`src/design/xxtea_pkg.sv`:
```
package xxtea_pkg;

  localparam int BLOCK_WORDS = 8;
  localparam int WIDX        = $clog2(BLOCK_WORDS);
  localparam int ROUNDS      = 6 + 52 / BLOCK_WORDS;
  localparam int RW          = $clog2(ROUNDS);
  localparam int QDEPTH      = 4;
  localparam int QPW         = $clog2(QDEPTH);
  localparam logic [31:0] DELTA = 32'h9e3779b9;

  typedef struct packed {
    logic [31:0] word;
    logic        last;
  } qent_t;

  typedef struct packed {
    logic  valid;
    qent_t data;
  } qhead_t;

  typedef enum logic [1:0] {
    ST_LOAD,
    ST_RUN,
    ST_EMIT
  } eng_state_t;

  function automatic logic [31:0] mix(
    input logic [31:0] y,
    input logic [31:0] z,
    input logic [31:0] sum,
    input logic [31:0] k
  );
    logic [31:0] a;
    logic [31:0] b;
    a = ((z >> 5) ^ (y << 2)) + ((y >> 3) ^ (z << 4));
    b = (sum ^ y) + (k ^ z);
    return a ^ b;
  endfunction

endpackage

```
`src/design/xxtea_block_encrypt_unit.sv`:
```
// channel   | valid      | stall      | payload
// ----------+------------+------------+------------------------------------
// input     | in_valid   | in_stall   | in_plain_word
// output    | out_valid  | out_stall  | out_cipher_word, out_block_end
// config    | psel/penable/pwrite, pready=1 | paddr, pwdata, prdata
//
// A block is loaded, run for R rounds of N MX updates each (one MX update per
// cycle on a rotating word register) and then emitted, with N=8 and R=12.
// All round steps share the single MX adder path.
// A four-entry queue takes input words while the engine runs or emits.
// Reset (rst_n low, synchronous) clears keys, counters and valid flags.
// Output is registered; a stall holds the engine in emit without losing words.
module xxtea_block_encrypt_unit (
  input  logic        clk,
  input  logic        rst_n,
  input  logic        in_valid,
  output logic        in_stall,
  input  logic [31:0] in_plain_word,
  output logic        out_valid,
  input  logic        out_stall,
  output logic [31:0] out_cipher_word,
  output logic        out_block_end,
  input  logic        psel,
  input  logic        penable,
  input  logic        pwrite,
  input  logic [3:0]  paddr,
  input  logic [31:0] pwdata,
  output logic [31:0] prdata,
  output logic        pready
);

  localparam logic [1:0] REG_KEY0 = 2'd0;
  localparam logic [1:0] REG_KEY1 = 2'd1;
  localparam logic [1:0] REG_KEY2 = 2'd2;
  localparam logic [1:0] REG_KEY3 = 2'd3;

  logic [3:0][31:0]   key_r;
  xxtea_pkg::qhead_t  q_head;
  logic               q_pop;
  logic               cfg_wr;

  assign pready = 1'b1;
  assign cfg_wr = psel && penable && pwrite && pready;

  always_ff @(posedge clk) begin
    if (!rst_n) begin
      key_r <= '0;
    end else if (cfg_wr) begin
      unique case (paddr[3:2])
        REG_KEY0: key_r[0] <= pwdata;
        REG_KEY1: key_r[1] <= pwdata;
        REG_KEY2: key_r[2] <= pwdata;
        REG_KEY3: key_r[3] <= pwdata;
        default:  key_r    <= key_r;
      endcase
    end
  end

  always_comb begin
    unique case (paddr[3:2])
      REG_KEY0: prdata = key_r[0];
      REG_KEY1: prdata = key_r[1];
      REG_KEY2: prdata = key_r[2];
      REG_KEY3: prdata = key_r[3];
      default:  prdata = '0;
    endcase
  end

  xxtea_front u_front (
    .clk           (clk),
    .rst_n         (rst_n),
    .in_valid      (in_valid),
    .in_stall      (in_stall),
    .in_plain_word (in_plain_word),
    .q_head        (q_head),
    .q_pop         (q_pop)
  );

  xxtea_back u_back (
    .clk             (clk),
    .rst_n           (rst_n),
    .q_head          (q_head),
    .q_pop           (q_pop),
    .key             (key_r),
    .out_valid       (out_valid),
    .out_stall       (out_stall),
    .out_cipher_word (out_cipher_word),
    .out_block_end   (out_block_end)
  );

endmodule

```
`src/design/xxtea_front.sv`:
```
module xxtea_front (
  input  logic                clk,
  input  logic                rst_n,
  input  logic                in_valid,
  output logic                in_stall,
  input  logic [31:0]         in_plain_word,
  output xxtea_pkg::qhead_t   q_head,
  input  logic                q_pop
);

  xxtea_pkg::qent_t                 mem_r [xxtea_pkg::QDEPTH];
  logic [xxtea_pkg::QPW-1:0]        wr_ptr_r;
  logic [xxtea_pkg::QPW-1:0]        rd_ptr_r;
  logic [xxtea_pkg::QPW:0]          fill_r;
  logic [xxtea_pkg::WIDX-1:0]       cnt_r;
  logic                             push;
  logic                             pop;
  logic                             last_word;

  assign in_stall  = (fill_r == (xxtea_pkg::QPW + 1)'(xxtea_pkg::QDEPTH));
  assign push      = in_valid && !in_stall;
  assign pop       = q_pop && (fill_r != '0);
  assign last_word = (cnt_r == xxtea_pkg::WIDX'(xxtea_pkg::BLOCK_WORDS - 1));

  assign q_head.valid = (fill_r != '0);
  assign q_head.data  = mem_r[rd_ptr_r];

  always_ff @(posedge clk) begin
    if (push) begin
      mem_r[wr_ptr_r] <= '{word: in_plain_word, last: last_word};
    end
  end

  always_ff @(posedge clk) begin
    if (!rst_n) begin
      wr_ptr_r <= '0;
      rd_ptr_r <= '0;
      fill_r   <= '0;
      cnt_r    <= '0;
    end else begin
      if (push) begin
        wr_ptr_r <= wr_ptr_r + 1'b1;
        cnt_r    <= last_word ? '0 : cnt_r + 1'b1;
      end
      if (pop) begin
        rd_ptr_r <= rd_ptr_r + 1'b1;
      end
      unique case ({push, pop})
        2'b10:   fill_r <= fill_r + 1'b1;
        2'b01:   fill_r <= fill_r - 1'b1;
        default: fill_r <= fill_r;
      endcase
    end
  end

endmodule

```
`src/design/xxtea_back.sv`:
```
module xxtea_back (
  input  logic                    clk,
  input  logic                    rst_n,
  input  xxtea_pkg::qhead_t       q_head,
  output logic                    q_pop,
  input  logic [3:0][31:0]        key,
  output logic                    out_valid,
  input  logic                    out_stall,
  output logic [31:0]             out_cipher_word,
  output logic                    out_block_end
);

  localparam int N = xxtea_pkg::BLOCK_WORDS;

  xxtea_pkg::eng_state_t          state_r, state_nxt;
  logic [31:0]                    sh_r [N];
  logic [31:0]                    z_r;
  logic [31:0]                    sum_r;
  logic [xxtea_pkg::WIDX-1:0]     p_r;
  logic [xxtea_pkg::RW-1:0]       rnd_r;
  logic                           out_valid_r;
  logic [31:0]                    out_word_r;
  logic                           out_end_r;

  logic                           load_in;
  logic                           run_step;
  logic                           emit;
  logic                           p_last;
  logic                           r_last;
  logic [7:0]                     p_ext;
  logic [1:0]                     ksel;
  logic [31:0]                    new_word;
  logic [31:0]                    shift_in;

  assign p_last   = (p_r == xxtea_pkg::WIDX'(N - 1));
  assign r_last   = (rnd_r == xxtea_pkg::RW'(xxtea_pkg::ROUNDS - 1));
  assign p_ext    = 8'(p_r);
  assign ksel     = p_ext[1:0] ^ sum_r[3:2];
  assign new_word = sh_r[0] + xxtea_pkg::mix(sh_r[1], z_r, sum_r, key[ksel]);

  always_comb begin
    state_nxt = state_r;
    load_in   = 1'b0;
    run_step  = 1'b0;
    emit      = 1'b0;
    shift_in  = sh_r[0];
    unique case (state_r)
      xxtea_pkg::ST_LOAD: begin
        load_in  = q_head.valid;
        shift_in = q_head.data.word;
        if (load_in && q_head.data.last) begin
          state_nxt = xxtea_pkg::ST_RUN;
        end
      end
      xxtea_pkg::ST_RUN: begin
        run_step = 1'b1;
        shift_in = new_word;
        if (p_last && r_last) begin
          state_nxt = xxtea_pkg::ST_EMIT;
        end
      end
      xxtea_pkg::ST_EMIT: begin
        emit     = !out_valid_r || !out_stall;
        shift_in = sh_r[0];
        if (emit && p_last) begin
          state_nxt = xxtea_pkg::ST_LOAD;
        end
      end
      default: state_nxt = xxtea_pkg::ST_LOAD;
    endcase
  end

  assign q_pop = load_in;

  always_ff @(posedge clk) begin
    if (!rst_n) begin
      state_r <= xxtea_pkg::ST_LOAD;
    end else begin
      state_r <= state_nxt;
    end
  end

  always_ff @(posedge clk) begin
    if (load_in || run_step || emit) begin
      for (int i = 0; i < N - 1; i++) begin
        sh_r[i] <= sh_r[i + 1];
      end
      sh_r[N - 1] <= shift_in;
    end
    if (emit) begin
      out_word_r <= sh_r[0];
      out_end_r  <= p_last;
    end
  end

  always_ff @(posedge clk) begin
    if (!rst_n) begin
      z_r         <= '0;
      sum_r       <= '0;
      p_r         <= '0;
      rnd_r       <= '0;
      out_valid_r <= 1'b0;
    end else begin
      if (load_in) begin
        z_r   <= q_head.data.word;
        sum_r <= xxtea_pkg::DELTA;
        p_r   <= '0;
        rnd_r <= '0;
      end
      if (run_step) begin
        z_r <= new_word;
        if (p_last) begin
          p_r   <= '0;
          sum_r <= sum_r + xxtea_pkg::DELTA;
          rnd_r <= rnd_r + 1'b1;
        end else begin
          p_r <= p_r + 1'b1;
        end
      end
      if (emit) begin
        p_r <= p_last ? '0 : p_r + 1'b1;
      end
      if (emit) begin
        out_valid_r <= 1'b1;
      end else if (!out_stall) begin
        out_valid_r <= 1'b0;
      end
    end
  end

  assign out_valid       = out_valid_r;
  assign out_cipher_word = out_word_r;
  assign out_block_end   = out_end_r;

  a_pop_only_in_load: assert property (@(posedge clk) disable iff (!rst_n)
    q_pop |-> state_r == xxtea_pkg::ST_LOAD)
    else $error("queue popped outside load");

  a_run_after_last: assert property (@(posedge clk) disable iff (!rst_n)
    (state_r == xxtea_pkg::ST_RUN && $past(state_r) == xxtea_pkg::ST_LOAD)
      |-> $past(q_pop && q_head.data.last))
    else $error("encryption started without a full block");

  a_emit_end_mark: assert property (@(posedge clk) disable iff (!rst_n)
    (emit && p_last) |=> (out_valid && out_block_end
      && state_r == xxtea_pkg::ST_LOAD))
    else $error("final word of block not marked");

  a_run_no_output_load: assert property (@(posedge clk) disable iff (!rst_n)
    state_r == xxtea_pkg::ST_RUN |=> !(emit && state_r == xxtea_pkg::ST_LOAD))
    else $error("engine left run without emitting");

endmodule
```
`config.mk`:
```
export PLATFORM = sky130hd
export DESIGN_NAME = xxtea_block_encrypt_unit
export DESIGN_NICKNAME = d
export VERILOG_FILES = /design/src/design/xxtea_pkg.sv /design/src/design/xxtea_block_encrypt_unit.sv /design/src/design/xxtea_front.sv /design/src/design/xxtea_back.sv
export SDC_FILE = /design/constraint.sdc
export NUM_CORES = 1
export LEC_CHECK = 0
export ABC_AREA = 0
export BUFFER_PORTS_ARGS = -buffer_cell sky130_fd_sc_hd__buf_2
export CORE_UTILIZATION = 50
export DETAILED_ROUTE_END_ITERATION = 12
export PLACE_DENSITY = 0.67
export SLEW_MARGIN = 25
export SYNTH_ARGS = -nofsm -noshare
export SYNTH_HDL_FRONTEND = slang
export SYNTH_SLANG_ARGS = --single-unit
```
`constraint.sdc`:
```
create_clock -name clk -period 20 [get_ports clk]
set_clock_uncertainty 0.2 [all_clocks]
set_input_delay 0 -clock clk [delete_from_list [all_inputs] [get_ports clk]]
set_output_delay 0 -clock clk [all_outputs]
set_load 0.02 [all_outputs]
```
Word-level counts from Yosys, hierarchy flattened
Memories as Yosys holds them, arrays and structs flattened. A register that Yosys moved wholly into a read port is not among the register bits.
Index checks and enable logic that the tools add are counted.

word-level totals
  memory bits (writable) = 388
  memories kept = 2
  memory bits (read-only) = 0
  output and inout bits = 68
  latch bits = 0
  input bits = 75
  bits in registers = 245

operators by class
  divide/modulo/power cells = 0
  equal/unequal tests = 15
  reduce and logical (&&, ||, !) cells = 24
  add/sub/neg operators = 11
  order comparisons = 1
  bitwise logic cells = 6
  $mul = 0
  shifts and indexed selects = 0
  mux-type cells = 33

memory list
  memory         words  width  read ports  clocked after Yosys merged registers in  wr ports  RTL line           RTL
  u_back.sh_r    8      32     8           0                                        8         xxtea_back.sv:16   logic [31:0] sh_r [N];
  u_front.mem_r  4      33     1           1                                        1         xxtea_front.sv:11  xxtea_pkg::qent_t mem_r [xxtea_pkg::QDEPTH];

operators by type and width
  operator                                                                  number
  32-bit two-way mux                                                        6
  32-bit one-hot mux with 4 select lines                                    1
  32-bit adder                                                              3
  32-bit bitwise XOR                                                        3
  32-bit binary-select mux with 2-bit select                                1
  32-bit one-hot mux with 2 select lines                                    1
  32-bit adder (second input constant)                                      1
  27-bit by 32-bit bitwise XOR with 32-bit output                           1
  29-bit by 32-bit bitwise XOR with 32-bit output                           1
  3-bit two-way mux                                                         5
  4-bit two-way mux                                                         3
  2-bit two-way mux                                                         5
  3-bit by 1-bit adder with 3-bit output (second input constant)            3
  3-bit == test (second input constant)                                     3
  1-bit two-way mux                                                         9
  2-bit == test (second input constant)                                     4
  2-bit by 1-bit inequality test with 1-bit output (second input constant)  4
  2-bit AND reduction                                                       4
  1-bit logical AND                                                         7
  2-bit by 1-bit == test with 1-bit output (second input constant)          3
  2-bit one-hot mux with 3 select lines                                     1
  3-bit one-hot mux with 2 select lines                                     1
  3-bit nonzero test                                                        2
  2-bit by 1-bit adder with 2-bit output (second input constant)            2
  other kinds (10)                                                          16

Longest topological paths before layout
  depth after elaboration = 8
  mapped depth = 26
  gate-level depth less buffers = 24

By module
Synthesis repeated with hierarchy kept, for this count alone.

second synthesis, totals
  cell total of the unflattened synthesis = 2406
  area total of the unflattened synthesis = 30305.3 um2

modules (own cells, without submodules)
  module                    times used  area each (um2)  cells an instance
  xxtea_back                1           19449.9          1669
  xxtea_block_encrypt_unit  1           5470.2           497
  xxtea_front               1           5385.2           240

Least setup slack after synthesis
No wires, ideal clock.

  path kind = flip-flop to flip-flop
  start = register u_back.state_r[0]
  end = memory u_back.sh_r[0][0], enable pin
  cell stages (with the launch flop) = 6
  period minus slack after synthesis = 8323 ps
  library setup time = 606 ps
  path slack = 11677 ps
  buffers on the path = 0
  arrival time = 7516 ps
  path through = dfxtp_1 > nand2b_1 > a21oi_1 > nand2b_1 > nor2_1 > inv_1

RTL lines
  element                 RTL line          RTL
  start, declared         xxtea_back.sv:15  xxtea_pkg::eng_state_t state_r, state_nxt;
  start signal, assigned  xxtea_back.sv:77  state_r <= xxtea_pkg::ST_LOAD;
  start signal, assigned  xxtea_back.sv:79  state_r <= state_nxt;
  end, declared           xxtea_back.sv:16

==> metrics <==
RSZ-0062 raised after global routing no; Ys Warns 0; status completed; RePlAce Congestion 0.925; Worst-Skew Late Latency ~620 ps; first-pass GRT wire length 120000 µm; Critical Path Most Common Cell o21ai_0; setup TNS 0 ps; crit end category flop; Crit-path slowest cell mux4_2; drt drc 0; largest net degree at the start of global routing 109; post-route setup slack 11420 ps; WP data required 20140 ps; htree depth 3; ys flop type edfxtp_1; Post-DP HPWL slightly above 50000 µm; Worst-path clk slew 60 ps; Worst Setup Path Type reg2reg; # setup viols final 0; fmax around 0.12 GHz; mean post-synth cell area 12.0 µm²; Crit path max-delay family compound AO/OA/AOI/OAI gates; 1st-iter DRT viols around 1800; relative slew slack 0.283; IO Pins 143; CTS buffer count 69; clk buf depth 3; buffers and inverters on the worst path 1; max-cap viol count 0; Final Cycle Share 0.429; commonest non-fill, non-tap cell in the layout edfxtp_1; Post-Synthesis Cells 2471; pre-CTS WS 11530 ps; postcts setup bufs 0; total core area 58100 µm²; num rows 88; final wirelength between 70000 and 80000 µm; initial antenna violation count 0; total nets after synthesis approximately 2700; Die Span Y 246 µm; drt first pass iters 5; Cell Area, Synth 29700 µm²; port bufs 139; nets 2908; Final Max Slew Viols 0; number of global-route vias before repair just over 20000; width of the die 246 µm; drt via density 5.94; n_diodes 0; Async SR Flop Fraction 0; Die ar. 60400 µm²; crit path DAT 8710 ps; Crit path largest cell delay 640 ps; clk sinks ~640; Initial Util 0.511; Total GRT Usage 0.263; register area share after synthesis 0.570; post-route ant nets 0; post-cts resize count 0; global route total overflow 0; number of synthesized flops with an enable pin 421; FF+latch count, synth 635; Synth cell types 70; share of post-route cells with drive strength above 1 0.144; Tightest Pin Transition between 1000 and 1500 ps; P&R area growth vs syn 16.9%; WL/cell 22.3 µm; most frequent cells in the layout 421 x edfxtp_1, 415 x nand2_1, 251 x a21oi_1, 211 x dfxtp_1, 146 x xor2_1; routed vias 21000; Final min period 8580 ps; CTS tree done; Root Buffer clkbuf_16; CP startpoint kind flop; Final Hold Fails 0; Tightest Hold Check Type in2reg; critical path fanouts, max 32
synthesized netlist by cell type (4+ instances only):
| cell type | number | area (µm²) |
|---|---|---|
| a31o_2 | 4 | 35.0 |
| mux2i_1 | 23 | 230 |
| nand3_1 | 24 | 120 |
| or2_2 | 6 | 37.5 |
| o221a_2 | 4 | 45.0 |
| nor2b_1 | 10 | 62.6 |
| dfxtp_1 | 214 | 4280 |
| or3_1 | 11 | 68.8 |
| a211oi_1 | 24 | 180 |
| nor3_1 | 33 | 165 |
| a311oi_1 | 28 | 245 |
| nor4_1 | 4 | 25.0 |
| nand2b_1 | 8 | 50.1 |
| o211ai_1 | 10 | 75.1 |
| clkbuf_1 | 102 | 383 |
| a22oi_1 | 6 | 45.0 |
| ha_1 | 107 | 1340 |
| and3_1 | 15 | 93.8 |
| nand4_1 | 6 | 37.5 |
| o221ai_1 | 4 | 35.0 |
| a21oi_1 | 252 | 1260 |
| o21ai_0 | 83 | 415 |
| inv_1 | 33 | 124 |
| fa_1 | 4 | 80.1 |
| buf_1 | 14 | 52.6 |
| o21a_1 | 17 | 128 |
| edfxtp_1 | 421 | 12600 |
| and2_1 | 11 | 68.8 |
| nor2_1 | 117 | 439 |
| xnor2_1 | 93 | 815 |
| a21o_1 | 37 | 278 |
| mux4_2 | 97 | 2180 |
| xor2_1 | 146 | 1280 |
| nand3b_1 | 4 | 30.0 |
| a31oi_1 | 9 | 56.3 |
| mux2_2 | 10 | 113 |
| o21bai_1 | 14 | 105 |
| nand2_1 | 415 | 1560 |
metrics by stage:
step,std cells,util,hold WS [ps],instance area [µm²]
final,3538,0.597,20.3,34700
after global routing,3538,0.597,10.4,34700
after CTS,3538,0.597,1.01,34700
after detailed placement,3281,0.536,17.9,31100
after global placement,3281,0.536,9.04,31100
after floorplan,2471,-,-101,29700
state kept, by name, summed over array words and instances, names as in the netlist, named ones only:
name / count
u_front.rd_ptr_r: 2
u_back.sh_r: 256
u_front.cnt_r: 3
u_back.sum_r: 32
key_r: 128
u_back.z_r: 32
u_back.out_block_end: 1
u_back.p_r: 3
u_back.state_r: 2
u_back.rnd_r: 4
u_front.fill_r: 3
u_front.mem_r: 132
u_back.out_cipher_word: 32
u_front.wr_ptr_r: 2
u_back.out_valid: 1
layer usage:
metal / share of wire / vias up / global-route usage
met5: 0 / - / 0
met2: 0.47 / 849 / 0.416
met1: 0.42 / 10300 / 0.353
met3: 0.069 / 216 / 0.0488
li1: - / 9622 / -
met4: 0.042 / 0 / 0.113
worst register-to-register path: stages, from the launching register on:
cell	delay (ps)
dfxtp_1	530
xnor2_2	160
buf_4	610
mux4_2	650
xor2_1	170
ha_1	230
fa_1	470
a21o_1	200
a21o_1	250
a2111oi_4	480
o221ai_2	240
a2111oi_4	610
nor2_1	100
o21ai_0	210
nor2b_1	180
xnor3_1	460
ha_1	390
a21oi_1	110
o21ai_0	350
nor2_1	100
a21oi_1	300
a41oi_1	260
o21ai_0	320
xor2_1	120
xnor2_1	440
o21ai_0	140
cell families after synthesis:
| family | after synthesis | share of synthesized area |
|---|---|---|
| AO/OA/AOI/OAI | 532 | 0.112 |
| XOR/XNOR | 240 | 0.0713 |
| adder cells (fa/ha/maj) | 111 | 0.0478 |
| buffers and inverters | 151 | 0.0192 |
| flip-flops | 635 | 0.570 |
| multiplexers | 130 | 0.0851 |
| other | 1 | 0.000126 |
| AND/OR/NAND/NOR | 671 | 0.0949 |
final cells by class:
class,instances,area [µm²]
timing repair buffer,297,2220
clock buffer,91,1850
multi-input combinational,1685,12200
clock inverter,31,357
inverter,34,140
tap,765,957
sequential,635,16900
fill,4510,23400
worst paths after layout:
path              cells after the start             endpoint               start  slack [ps]
setup / recovery                     25  u_back.sh_r[1][127]     u_back.sum_r[2]       11420
hold / removal                        4            key_r[85]          pwdata[21]          20
setup reg to reg                     25  u_back.sh_r[1][127]     u_back.sum_r[2]       11420
hold reg to reg                       0   u_back.sh_r[0][45]  u_back.sh_r[0][77]         210
repair_timing:
action / CTS / global route
hold buffers: 135 / 0
endpoints found under the setup margin: 0 / 0
hold endpoints to repair: 315 / 0
Power is left out: the tool's default activity adds up to more than one toggle a clock period on the data nets, which glitch-free logic cannot reach.
